--- config.mk ---
export PLATFORM = sky130hd
export DESIGN_NAME = line_rasterizer
export DESIGN_NICKNAME = d
export VERILOG_FILES = /design/src/rtl/lr_pkg.sv /design/src/rtl/lr_front.sv /design/src/rtl/lr_fifo.sv /design/src/rtl/lr_back.sv /design/src/rtl/line_rasterizer.sv
export SDC_FILE = /design/constraint.sdc
export NUM_CORES = 1
export LEC_CHECK = 0
export BUFFER_PORTS_ARGS = -buffer_cell sky130_fd_sc_hd__buf_2
export CAP_MARGIN = 15
export CORE_MARGIN = 2
export CORE_UTILIZATION = 42
export DETAILED_ROUTE_END_ITERATION = 7
export SYNTH_ARGS = -nofsm -noshare
export SYNTH_HDL_FRONTEND = slang
export SYNTH_SLANG_ARGS = --single-unit
--- constraint.sdc ---
create_clock -name clk -period 16.6 [get_ports clk]
set_input_delay 0.83 -clock clk [delete_from_list [all_inputs] [get_ports clk]]
set_output_delay 0.83 -clock clk [all_outputs]
set_load 0.02 [all_outputs]
--- src/rtl/lr_pkg.sv ---
package lr_pkg;

	// Screen size and register reset
	localparam int SCREEN_WIDTH  = 64;
	localparam int SCREEN_HEIGHT = 64;
	localparam int MAJOR_MAX     = (SCREEN_WIDTH > SCREEN_HEIGHT) ?
	                               SCREEN_WIDTH - 1 : SCREEN_HEIGHT - 1;
	localparam logic [7:0] ORIGIN_RESET = 8'(128 / 2);

	// Field widths
	localparam int IN_W    = 12;
	localparam int COORD_W = IN_W + 1;   // input plus offset
	localparam int DIFF_W  = COORD_W + 1;
	localparam int ERR_W   = 16;
	localparam int PIX_W   = 6;
	localparam int COLOR_W = 16;
	localparam int OFF_W   = 8;

	// Command queue between front and back
	localparam int FIFO_DEPTH = 2;
	localparam int FIFO_AW    = $clog2(FIFO_DEPTH);

	typedef logic signed [COORD_W-1:0] coord_t;
	typedef logic signed [DIFF_W-1:0]  diff_t;
	typedef logic signed [ERR_W-1:0]   err_t;

	localparam coord_t X_LIMIT   = coord_t'(SCREEN_WIDTH);
	localparam coord_t Y_LIMIT   = coord_t'(SCREEN_HEIGHT);
	localparam coord_t MAJOR_END = coord_t'(MAJOR_MAX);

	// Classified line, ready for stepping
	typedef struct packed {
		logic                 steep;
		coord_t               major_start;
		coord_t               major_end;
		coord_t               minor_start;
		logic [COORD_W-1:0]   dx;
		logic [COORD_W:0]     step2;
		logic                 ydown;
		logic [COLOR_W-1:0]   color;
	} setup_t;

	// One result item
	typedef struct packed {
		logic [PIX_W-1:0]   x;
		logic [PIX_W-1:0]   y;
		logic [COLOR_W-1:0] color;
		logic               valid;
		logic               last;
	} pix_t;

	typedef enum logic [1:0] {
		BK_IDLE,
		BK_RUN,
		BK_LAST
	} bk_state_t;

endpackage

--- src/rtl/lr_front.sv ---
module lr_front (
	input  logic                       clk,
	input  logic                       arst_n,
	input  logic [lr_pkg::OFF_W-1:0]   origin_offset,
	input  logic                       s_axis_tvalid,
	output logic                       s_axis_tready,
	input  logic [63:0]                s_axis_tdata,
	output logic                       setup_valid,
	input  logic                       setup_ready,
	output lr_pkg::setup_t             setup
);
	import lr_pkg::*;

	logic en1, en2, en3;
	logic valid_s1, valid_s2, valid_s3;

	coord_t ax_s1, ay_s1, bx_s1, by_s1;
	logic [COLOR_W-1:0] color_s1, color_s2;

	coord_t ma_s2, na_s2, mb_s2, nb_s2;
	logic steep_s2;

	setup_t setup_s3;

	// Stage enables: a stage loads when empty or when its item moves on
	assign en3 = !valid_s3 || setup_ready;
	assign en2 = !valid_s2 || en3;
	assign en1 = !valid_s1 || en2;
	assign s_axis_tready = en1;

	// Stage 1: add origin offset
	coord_t ax_c, ay_c, bx_c, by_c;
	logic [COORD_W-1:0] off_ext;
	assign off_ext = {{(COORD_W-OFF_W){1'b0}}, origin_offset};
	assign ax_c = coord_t'({s_axis_tdata[11], s_axis_tdata[11:0]} + off_ext);
	assign ay_c = coord_t'({s_axis_tdata[23], s_axis_tdata[23:12]} + off_ext);
	assign bx_c = coord_t'({s_axis_tdata[35], s_axis_tdata[35:24]} + off_ext);
	assign by_c = coord_t'({s_axis_tdata[47], s_axis_tdata[47:36]} + off_ext);

	// Stage 2: steep test and axis exchange
	diff_t ddx, ddy, adx, ady;
	logic  steep_c;
	always_comb begin
		ddx = diff_t'({ax_s1[COORD_W-1], ax_s1}) - diff_t'({bx_s1[COORD_W-1], bx_s1});
		ddy = diff_t'({ay_s1[COORD_W-1], ay_s1}) - diff_t'({by_s1[COORD_W-1], by_s1});
		adx = ddx[DIFF_W-1] ? -ddx : ddx;
		ady = ddy[DIFF_W-1] ? -ddy : ddy;
		steep_c = $unsigned(adx) < $unsigned(ady);
	end

	// Stage 3: order by major axis, deltas and step direction
	logic  swap_c;
	coord_t m0, m1, n0, n1;
	diff_t dmaj, dmin, amin;
	always_comb begin
		swap_c = ma_s2 > mb_s2;
		m0 = swap_c ? mb_s2 : ma_s2;
		m1 = swap_c ? ma_s2 : mb_s2;
		n0 = swap_c ? nb_s2 : na_s2;
		n1 = swap_c ? na_s2 : nb_s2;
		dmaj = diff_t'({m1[COORD_W-1], m1}) - diff_t'({m0[COORD_W-1], m0});
		dmin = diff_t'({n1[COORD_W-1], n1}) - diff_t'({n0[COORD_W-1], n0});
		amin = dmin[DIFF_W-1] ? -dmin : dmin;
	end

	// Valid bits
	always_ff @(posedge clk or negedge arst_n) begin
		if (!arst_n) begin
			valid_s1 <= 1'b0;
			valid_s2 <= 1'b0;
			valid_s3 <= 1'b0;
		end else begin
			if (en1) valid_s1 <= s_axis_tvalid;
			if (en2) valid_s2 <= valid_s1;
			if (en3) valid_s3 <= valid_s2;
		end
	end

	// Payload
	always_ff @(posedge clk) begin
		if (en1) begin
			ax_s1    <= ax_c;
			ay_s1    <= ay_c;
			bx_s1    <= bx_c;
			by_s1    <= by_c;
			color_s1 <= s_axis_tdata[63:48];
		end
		if (en2) begin
			steep_s2 <= steep_c;
			ma_s2    <= steep_c ? ay_s1 : ax_s1;
			na_s2    <= steep_c ? ax_s1 : ay_s1;
			mb_s2    <= steep_c ? by_s1 : bx_s1;
			nb_s2    <= steep_c ? bx_s1 : by_s1;
			color_s2 <= color_s1;
		end
		if (en3) begin
			setup_s3.steep       <= steep_s2;
			setup_s3.major_start <= m0;
			setup_s3.major_end   <= m1;
			setup_s3.minor_start <= n0;
			setup_s3.dx          <= dmaj[COORD_W-1:0];
			setup_s3.step2       <= {amin[COORD_W-1:0], 1'b0};
			setup_s3.ydown       <= !(n1 > n0);
			setup_s3.color       <= color_s2;
		end
	end

	assign setup_valid = valid_s3;
	assign setup       = setup_s3;

endmodule

--- src/rtl/lr_fifo.sv ---
module lr_fifo (
	input  logic           clk,
	input  logic           arst_n,
	input  logic           wr_valid,
	output logic           wr_ready,
	input  lr_pkg::setup_t wr_data,
	output logic           rd_valid,
	input  logic           rd_ready,
	output lr_pkg::setup_t rd_data
);
	import lr_pkg::*;

	setup_t mem_q [FIFO_DEPTH];
	logic [FIFO_AW-1:0] wr_ptr_q, rd_ptr_q;
	logic [FIFO_AW:0]   count_q;
	logic push, pop;

	assign wr_ready = count_q != (FIFO_AW+1)'(FIFO_DEPTH);
	assign rd_valid = count_q != '0;
	assign push     = wr_valid && wr_ready;
	assign pop      = rd_valid && rd_ready;
	assign rd_data  = mem_q[rd_ptr_q];

	// Pointers and fill count
	always_ff @(posedge clk or negedge arst_n) begin
		if (!arst_n) begin
			wr_ptr_q <= '0;
			rd_ptr_q <= '0;
			count_q  <= '0;
		end else begin
			if (push) wr_ptr_q <= wr_ptr_q + 1'b1;
			if (pop)  rd_ptr_q <= rd_ptr_q + 1'b1;
			if (push && !pop)      count_q <= count_q + 1'b1;
			else if (pop && !push) count_q <= count_q - 1'b1;
		end
	end

	// Storage
	always_ff @(posedge clk) begin
		if (push) mem_q[wr_ptr_q] <= wr_data;
	end

endmodule

--- src/rtl/lr_back.sv ---
module lr_back (
	input  logic           clk,
	input  logic           arst_n,
	input  logic           setup_valid,
	output logic           setup_ready,
	input  lr_pkg::setup_t setup,
	output logic           out_valid,
	input  logic           out_ready,
	output lr_pkg::pix_t   out_pix
);
	import lr_pkg::*;

	bk_state_t state_q, state_d;

	coord_t major_q, end_q, minor_q;
	err_t   err_q;
	logic [COORD_W-1:0] dx_q;
	logic [COORD_W:0]   step2_q;
	logic steep_q, ydown_q;
	logic [COLOR_W-1:0] color_q;

	logic pend_v_q;
	logic [PIX_W-1:0] pend_x_q, pend_y_q;

	logic out_v_q;
	pix_t out_q;

	logic out_free, load, step, emit_pend, emit_last;

	// Current pixel and its visibility
	coord_t cur_x, cur_y;
	logic   vis, at_end;
	always_comb begin
		cur_x  = steep_q ? minor_q : major_q;
		cur_y  = steep_q ? major_q : minor_q;
		vis    = !cur_x[COORD_W-1] && (cur_x < X_LIMIT) &&
		         !cur_y[COORD_W-1] && (cur_y < Y_LIMIT);
		at_end = (major_q == end_q) || (major_q >= MAJOR_END);
	end

	// Error term update
	err_t err_add, err_next;
	logic minor_move;
	always_comb begin
		err_add    = err_q + err_t'({1'b0, step2_q});
		minor_move = err_add > err_t'({1'b0, dx_q});
		err_next   = minor_move ? err_add - err_t'({1'b0, dx_q, 1'b0}) : err_add;
	end

	assign out_free = !out_v_q || out_ready;

	always_ff @(posedge clk or negedge arst_n) begin
		if (!arst_n) state_q <= BK_IDLE;
		else         state_q <= state_d;
	end

	// Sequencer: pull a line, step it, close it with the marked result
	always_comb begin
		state_d   = state_q;
		load      = 1'b0;
		step      = 1'b0;
		emit_pend = 1'b0;
		emit_last = 1'b0;
		unique case (state_q)
			BK_IDLE: begin
				if (setup_valid) begin
					load    = 1'b1;
					state_d = BK_RUN;
				end
			end
			BK_RUN: begin
				// a new visible pixel pushes out the held one
				if (!(vis && pend_v_q && !out_free)) begin
					step      = 1'b1;
					emit_pend = vis && pend_v_q;
					if (at_end) state_d = BK_LAST;
				end
			end
			BK_LAST: begin
				if (out_free) begin
					emit_last = 1'b1;
					load      = setup_valid;
					state_d   = setup_valid ? BK_RUN : BK_IDLE;
				end
			end
			default: state_d = BK_IDLE;
		endcase
	end

	assign setup_ready = load;

	// Control registers
	always_ff @(posedge clk or negedge arst_n) begin
		if (!arst_n) begin
			pend_v_q <= 1'b0;
			out_v_q  <= 1'b0;
		end else begin
			if (load)          pend_v_q <= 1'b0;
			else if (step && vis) pend_v_q <= 1'b1;
			if (emit_pend || emit_last) out_v_q <= 1'b1;
			else if (out_ready)         out_v_q <= 1'b0;
		end
	end

	// Stepping datapath
	always_ff @(posedge clk) begin
		if (load) begin
			major_q <= setup.major_start;
			end_q   <= setup.major_end;
			minor_q <= setup.minor_start;
			err_q   <= '0;
			dx_q    <= setup.dx;
			step2_q <= setup.step2;
			steep_q <= setup.steep;
			ydown_q <= setup.ydown;
			color_q <= setup.color;
		end else if (step) begin
			major_q <= major_q + coord_t'(1);
			err_q   <= err_next;
			if (minor_move) minor_q <= ydown_q ? minor_q - coord_t'(1) : minor_q + coord_t'(1);
			if (vis) begin
				pend_x_q <= cur_x[PIX_W-1:0];
				pend_y_q <= cur_y[PIX_W-1:0];
			end
		end
	end

	// Output register
	always_ff @(posedge clk) begin
		if (emit_pend) begin
			out_q <= '{x: pend_x_q, y: pend_y_q, color: color_q, valid: 1'b1, last: 1'b0};
		end else if (emit_last) begin
			if (pend_v_q) begin
				out_q <= '{x: pend_x_q, y: pend_y_q, color: color_q,
				           valid: 1'b1, last: 1'b1};
			end else begin
				out_q <= '{x: '0, y: '0, color: '0, valid: 1'b0, last: 1'b1};
			end
		end
	end

	assign out_valid = out_v_q;
	assign out_pix   = out_q;

endmodule

--- src/rtl/line_rasterizer.sv ---
// Line rasterizer: draws one line per input item with integer Bresenham steps.
// Input stream (s_axis): one line command per item, endpoints in two's complement.
// Output stream (m_axis): one item per visible pixel in stepping order; tlast
// marks the final item of a command. A line with no visible pixel yields one
// item with tuser = 0, tlast = 1 and zero data.
// cfg_wen/cfg_wdata write the origin offset added to all coordinates; write it
// only while no command is in flight. Reset sets it to 64.
// A command passes a three-stage setup pipeline and a two-entry queue,
// then the stepping unit visits one major-axis position per cycle while the
// output is not stalled, from the lower endpoint up to the upper one or the
// last screen position (63), whichever comes first, and then closes the line.
// Setup of the next command overlaps stepping of the current one.
// A stalled output holds the stepping unit once the next pixel is found; the
// setup pipeline and queue keep taking commands until full. Reset clears the
// pipeline, the queue and the output register.
module line_rasterizer (
	input  logic        clk,
	input  logic        arst_n,
	input  logic        cfg_wen,
	input  logic [7:0]  cfg_wdata,     // origin_offset
	input  logic        s_axis_tvalid,
	output logic        s_axis_tready,
	input  logic [63:0] s_axis_tdata,  // start_x, start_y, end_x, end_y, line_color
	output logic        m_axis_tvalid,
	input  logic        m_axis_tready,
	output logic [31:0] m_axis_tdata,  // pixel_x, pixel_y, pixel_color, zero pad
	output logic        m_axis_tuser,  // pixel_valid
	output logic        m_axis_tlast   // last
);
	import lr_pkg::*;

	logic [OFF_W-1:0] origin_offset_q;

	logic   fr_valid, fr_ready, q_valid, q_ready;
	setup_t fr_setup, q_setup;
	pix_t   pix;

	// Origin offset register
	always_ff @(posedge clk or negedge arst_n) begin
		if (!arst_n)      origin_offset_q <= ORIGIN_RESET;
		else if (cfg_wen) origin_offset_q <= cfg_wdata;
	end

	lr_front u_front (
		.clk           (clk),
		.arst_n        (arst_n),
		.origin_offset (origin_offset_q),
		.s_axis_tvalid (s_axis_tvalid),
		.s_axis_tready (s_axis_tready),
		.s_axis_tdata  (s_axis_tdata),
		.setup_valid   (fr_valid),
		.setup_ready   (fr_ready),
		.setup         (fr_setup)
	);

	lr_fifo u_fifo (
		.clk      (clk),
		.arst_n   (arst_n),
		.wr_valid (fr_valid),
		.wr_ready (fr_ready),
		.wr_data  (fr_setup),
		.rd_valid (q_valid),
		.rd_ready (q_ready),
		.rd_data  (q_setup)
	);

	lr_back u_back (
		.clk         (clk),
		.arst_n      (arst_n),
		.setup_valid (q_valid),
		.setup_ready (q_ready),
		.setup       (q_setup),
		.out_valid   (m_axis_tvalid),
		.out_ready   (m_axis_tready),
		.out_pix     (pix)
	);

	assign m_axis_tdata = {4'b0, pix.color, pix.y, pix.x};
	assign m_axis_tuser = pix.valid;
	assign m_axis_tlast = pix.last;

endmodule

== Word level (Yosys, flattened, before mapping) ==
Memories as Yosys holds them, arrays and structs flattened.
Cells that the tools add are included.

* Register bits after elaboration: 381
* RAM bits: 166
* Memories: 1
* Memory bits (read-only): 0
* Output and inout bits: 36
* Latch bits: 0
* Input bits: 77

{| class="wikitable"
|+ Memories
! memory !! words !! width !! read ports !! clocked after memory_dff !! write ports !! RTL line !! RTL
|-
| u_fifo.mem_q || 2 || 83 || 1 || 0 || 1 || lr_fifo.sv:13 || <nowiki>setup_t mem_q [FIFO_DEPTH];</nowiki>
|}

* Reductions and logical operators: 37
* Equal/unequal tests: 8
* Multiply operators: 0
* Magnitude comparators: 7
* Add/sub/neg operators: 20
* Shift-type cells: 0
* Divide/modulo/power cells: 0
* Bitwise logic cells: 1
* Multiplexer cells: 46

{| class="wikitable"
|+ Operators with widths
! cell !! count
|-
| 2-to-1 mux 13 bit || 17
|-
| 2-to-1 mux 30 bit || 3
|-
| adder 12 x 9 -> 13 bit || 4
|-
| subtractor 13 x 13 -> 14 bit || 3
|-
| 2-to-1 mux 14 bit || 2
|-
| negation 14 bit || 2
|-
| adder 13 x 2 -> 13 bit, second input constant || 2
|-
| greater-than comparator 13 bit || 2
|-
| < comparator 13 x 8 -> 1 bit, second input constant || 2
|-
| adder 16 x 15 -> 16 bit || 1
|-
| greater-than comparator 16 x 14 -> 1 bit || 1
|-
| 2-to-1 mux 16 bit || 1
|-
| subtractor 16 x 15 -> 16 bit || 1
|-
| 2-to-1 mux 1 bit || 15
|-
| < comparator 14 bit || 1
|-
| nonzero test 2 bit || 7
|-
| == test 13 bit || 1
|-
| greater-or-equal comparator 13 x 7 -> 1 bit, second input constant || 1
|-
| negation 13 bit || 1
|-
| subtractor 13 bit || 1
|-
| subtractor 13 x 2 -> 13 bit, second input constant || 1
|-
| 2-to-1 mux 2 bit || 6
|-
| logical AND 1 bit || 10
|-
| zero test 1 bit || 10
|-
| 15 further kinds || 24
|}

== Depth between registers and ports, before layout ==
* Depth in word-level cells: 12
* Depth in mapped cells: 27
* Gate-level depth less buffers: 26

== Modules after synthesis ==
Synthesis repeated with hierarchy kept, for this count alone.

* Cells, all modules: 2152
* Area total of the unflattened synthesis: 27704.1 sq um

{| class="wikitable"
|+ Modules (own cells, without submodules)
! module !! cells each !! times used !! area an instance (sq um) !! sequential area each (sq um)
|-
| lr_front || 1167 || 1 || 13232.7 || 6681.4
|-
| lr_back || 684 || 1 || 7841.3 || 4184.0
|-
| lr_fifo || 279 || 1 || 6263.5 || 5144.9
|-
| line_rasterizer || 22 || 1 || 366.6 || 201.4
|}

== Worst setup path after synthesis ==
OpenSTA, ideal clock, no wires.

* Kind: reg-to-reg
* Start point: register u_front.by_s1[1]
* End point: register u_front.ma_s2[10] (data pin)
* Arrival: 5.504 ns
* Buffers on the path: 2
* Period minus slack after synthesis: 5.764 ns
* Stages on the path, launching flop included: 28
* Slack: 10.836 ns
* Cell sequence: edfxtp_1 inv_1 ha_1 nor2b_1 o21ai_0 a21boi_0 o21ai_0 a21oi_1 o21ai_0 a21oi_1 o41ai_1 nand2b_1 a31o_2 clkbuf_1 mux2i_1 ha_1 a21o_1 a21o_1 a21o_1 a21o_1 a21oi_1 o21ai_0 a21o_1 a21o_1 a21o_1 a21oi_1 clkbuf_1 mux2_2

* Word-level cells in the longest chain between the ends: 5

{| class="wikitable"
|+ Ends and longest elaborated chain
! what !! RTL line !! RTL
|-
| from (decl) || lr_front.sv:17 || <nowiki>coord_t ax_s1, ay_s1, bx_s1, by_s1;</nowiki>
|-
| from (signal assigned) || lr_front.sv:85 || <nowiki>by_s1 <= by_c;</nowiki>
|-
| subtractor 13 x 13 -> 14 bit * || lr_front.sv:45 || <nowiki>ddy = diff_t'({ay_s1[COORD_W-1], ay_s1}) - diff_t'({by_s1[COORD_W-1], by_s1});</nowiki>
|-
| negation 14 bit || lr_front.sv:47 || <nowiki>ady = ddy[DIFF_W-1] ? -ddy : ddy;</nowiki>
|-
| 2-to-1 mux 14 bit * || lr_front.sv:47 ||
|-
| < comparator 14 bit * || lr_front.sv:48 || <nowiki>steep_c = $unsigned(adx) < $unsigned(ady);</nowiki>
|-
| 2-to-1 mux 13 bit * || lr_front.sv:90 || <nowiki>ma_s2 <= steep_c ? ay_s1 : ax_s1;</nowiki>
|-
| to (signal assigned) || lr_front.sv:90 ||
|-
| to (decl) || lr_front.sv:20 || <nowiki>coord_t ma_s2, na_s2, mb_s2, nb_s2;</nowiki>
|}

Every way passes the cells marked *; elsewhere a longest branch is shown, timed or not.
A chain may end at the register's enable or synchronous reset.

== Worst setup path after layout ==
* Start point: register u_front.ay_s1[1]
* End point: register u_front.na_s2[3] (data pin)

* Word-level cells in the longest chain between the ends: 5

{| class="wikitable"
|+ Ends and longest elaborated chain
! what !! RTL line !! RTL
|-
| from (decl) || lr_front.sv:17 ||
|-
| from (signal assigned) || lr_front.sv:83 || <nowiki>ay_s1 <= ay_c;</nowiki>
|-
| subtractor 13 x 13 -> 14 bit * || lr_front.sv:45 ||
|-
| negation 14 bit || lr_front.sv:47 ||
|-
| 2-to-1 mux 14 bit * || lr_front.sv:47 ||
|-
| < comparator 14 bit * || lr_front.sv:48 ||
|-
| 2-to-1 mux 13 bit * || lr_front.sv:91 || <nowiki>na_s2 <= steep_c ? ax_s1 : ay_s1;</nowiki>
|-
| to (signal assigned) || lr_front.sv:91 ||
|-
| to (decl) || lr_front.sv:20 ||
|}

Marked as above.

==> impl_metrics.tcl <==
set metrics [dict create \
    clock_skew_ns 0.0437 \
    grt_max_degree 65 \
    htree_num_levels 2 \
    overflow 0 \
    tns_ns 0 \
    ys_ff_latch 545 \
    ir_worst_vdd_uv 264 \
    min_path_type "in2async" \
    clkLatencyLatePin_ns 0.63 \
    fp.coreArea_sq_mm 0.0642 \
    synth_cell_types 81 \
    place_congestion 0.884 \
    cts_sinks 545 \
    hold_buffers 0 \
    seqCellArea_sq_mm 0.0161 \
    postSynth.asyncResetShare_pct 3.49 \
    syn_inst 2142 \
    yosysWarningCount 0 \
    r2r-start "u_front.ay_s1[1]" \
    vias 16500 \
    p_leak_nw 12.0 \
    multi_input_area_sq_mm 0.0103 \
    critPathLaunch "u_front.ay_s1[1]" \
    r2r_slack_ns 10.27 \
    rsz0062_at_grt "no" \
    crit_required_ns 16.95 \
    fillers 5696 \
    dp_hpwl_um 41600 \
    drive_gt1_share_pct 14.0 \
    yosysTopAreaCell "edfxtp_1" \
    setup_ws_ns 10.27 \
    slew_headroom_pct 36.5 \
    grt_util_all_layers_pct 17.0 \
    yosysMostFrequentCell "edfxtp_1" \
    post-route-period-util_pct 38.1 \
    ys_seq_area_share_pct 59.3 \
    floorplan.initialDensity_pct 42.3 \
    drtPass1Iterations 5 \
    startpoint_type "flop" \
    clk_pin_slew_ns 0.06 \
    postRouteAntennaNets 0 \
    ctsResizeCount 0 \
    cts_buffers 58 \
    die-area_sq_mm 0.0667 \
    reg2reg_depth 25 \
    io_buffers 108 \
    hold_violations 0 \
    fp.dieH_um 258 \
    cts_setup_buffers 0 \
    n_antenna_cell 0 \
    ioPinCount 113 \
    synth_edf_count 509 \
    dp_slack_ns 10.21 \
    final_nets 2489 \
    rows 93 \
    routed_via_density 5.20 \
    cts_buffer_depth 3 \
    ys.flop_type "edfxtp_1" \
    endpoint_kind "flop" \
    fp.dieW_um 258 \
    status "finished clean" \
    r2r_end "u_front.na_s2[3]" \
    p_per_area_mw_per_mm2 220 \
    drt_iter0_drc 923 \
    drc 0 \
    post-route-util_pct 47.6 \
    syn_avg_cell_area_sq_um 12.7 \
    crit_type "reg2reg" \
    critPathCapture "u_front.na_s2[3]" \
    grt_pass1_wl_um 89200 \
    cts_root_buffer "clkbuf_16" \
    crit_fanout 53 \
    synthTopCellsByCount "edfxtp_1 (509), nand2_1 (151), ha_1 (140), inv_1 (139), o21ai_0 (118)" \
    max_freq_mhz 158 \
    wl_per_cell_um 17.9 \
    total_power_w 0.00671 \
    worstMarginPinSlew_ns 0.950 \
    maxSlewViolCount 0 \
    setup_viol 0 \
    period_needed_ns 6.33 \
    arrival_ns 6.68 \
    yosysTopAreaCellShare_pct 56.3 \
    cap_viol_max_count 0 \
    syn2layout_area_growth_pct 12.5 \
    netlist_top_cells_area "edfxtp_1 (56%), ha_1 (6.4%), mux2_2 (3.9%)" \
    antenna_found_initial 1 \
    cts_tree "done" \
    grt_pass1_vias 16500 \
    syn_area_sq_mm 0.0272 \
    routed_wl_um 56700 \
]
[stage by stage]
step / hold WS [ns] / std cells / instance area, sq um
4_1_cts: 0.206 / 3165 / 30600
5_1_grt: 0.224 / 3165 / 30600
3_3_place_gp: 0.402 / 3058 / 28700
2_1_floorplan: 0.400 / 2145 / 27200
3_5_place_dp: 0.405 / 3058 / 28700
6_report: 0.210 / 3165 / 30600
[power by group]
part | internal, W | total, W | switching [W]
clock network | 0.000724 | 0.00126 | 0.000535
logic | 0.00117 | 0.00293 | 0.00176
registers | 0.00228 | 0.00252 | 0.000244
[critical path, cell delays in order (launching register included)]
cell and delay (ns):
edfxtp_1 0.45, ha_1 0.30, nor2b_1 0.12, o21ai_0 0.20
a21boi_0 0.16, o21ai_0 0.22, a21oi_1 0.12, o21ai_0 0.32
a21oi_1 0.16, o41ai_1 0.39, nand2b_1 0.18, a31o_2 0.27
mux2i_1 0.22, ha_1 0.25, a21o_1 0.15, a21o_1 0.17
a21o_1 0.17, a21o_1 0.17, a21oi_1 0.18, o21ai_0 0.12
a21o_1 0.19, a21o_1 0.17, a21o_1 0.20, a21oi_4 0.13
buf_4 0.59, mux2_2 0.42
[sequential cells by signal, summed over array words and instances, names as in the netlist, 15 cells and up]
register          cells
u_back.color_q       16
u_front.color_s2     16
u_back.out_pix       30
u_fifo.mem_q        166
u_front.setup        83
u_front.color_s1     16
u_back.err_q         15
[cell families (layout without fill, tap and decap cells)]
logic type / after synthesis / after routing / share of synthesized area [%]
other: 1 / 4 / 0.0138
AND/OR/NAND/NOR: 498 / 498 / 8.94
flip-flops: 545 / 545 / 59.3
multiplexers: 166 / 166 / 6.59
XOR/XNOR: 176 / 176 / 5.67
adder cells (fa/ha/maj): 160 / 160 / 7.52
buffers and inverters: 203 / 368 / 2.91
AO/OA/AOI/OAI: 393 / 393 / 9.09
[worst min path at each step]
stage                                 to                 start  slack, ns  cells after the start
floorplan            u_front.color_s2[0]   u_front.color_s1[0]       0.40                      0
global placement       u_front.setup[13]  u_front.color_s2[13]       0.40                      0
detailed placement  u_front.color_s2[15]  u_front.color_s1[15]       0.40                      0
CTS                     u_back.out_valid                arst_n       0.21                      1
global route            u_back.out_valid                arst_n       0.22                      1
finish                 u_back.state_q[1]                arst_n       0.21                      1
[placed cells by master (no fill, tap or decap), types with 11 or more instances in the layout]
cell / count
nand3_1: 34
o21ai_0: 117
nor2_1: 114
a211oi_1: 13
dfxtp_1: 17
mux2i_1: 63
clkbuf_16: 58
mux2_2: 95
ha_1: 140
xor2_1: 67
nor3_1: 25
inv_1: 137
and3_1: 39
buf_2: 108
dfrtp_1: 17
buf_4: 14
nand2b_1: 32
o21bai_1: 16
xnor2_1: 109
nand2_1: 150
clkinv_1: 15
a21oi_1: 109
maj3_1: 11
nor2b_1: 43
a21o_1: 43
edfxtp_1: 509
[final cells by class]
type	instances	share of cell area (%)
clock buffers	68	4.87
clock inverters	39	1.29
inverters	139	1.71
multi-input cells	1397	33.8
flip-flops and latches	545	52.7
well taps	855	3.50
repair buffers	122	2.11
[per-layer routing]
layer	share of wire, %	global-route usage, %
met3	3.4	2.17
met2	49	29.5
met1	45	22.1
met5	0	0
met4	2.8	5.80
(Power assumes the default switching activity.)
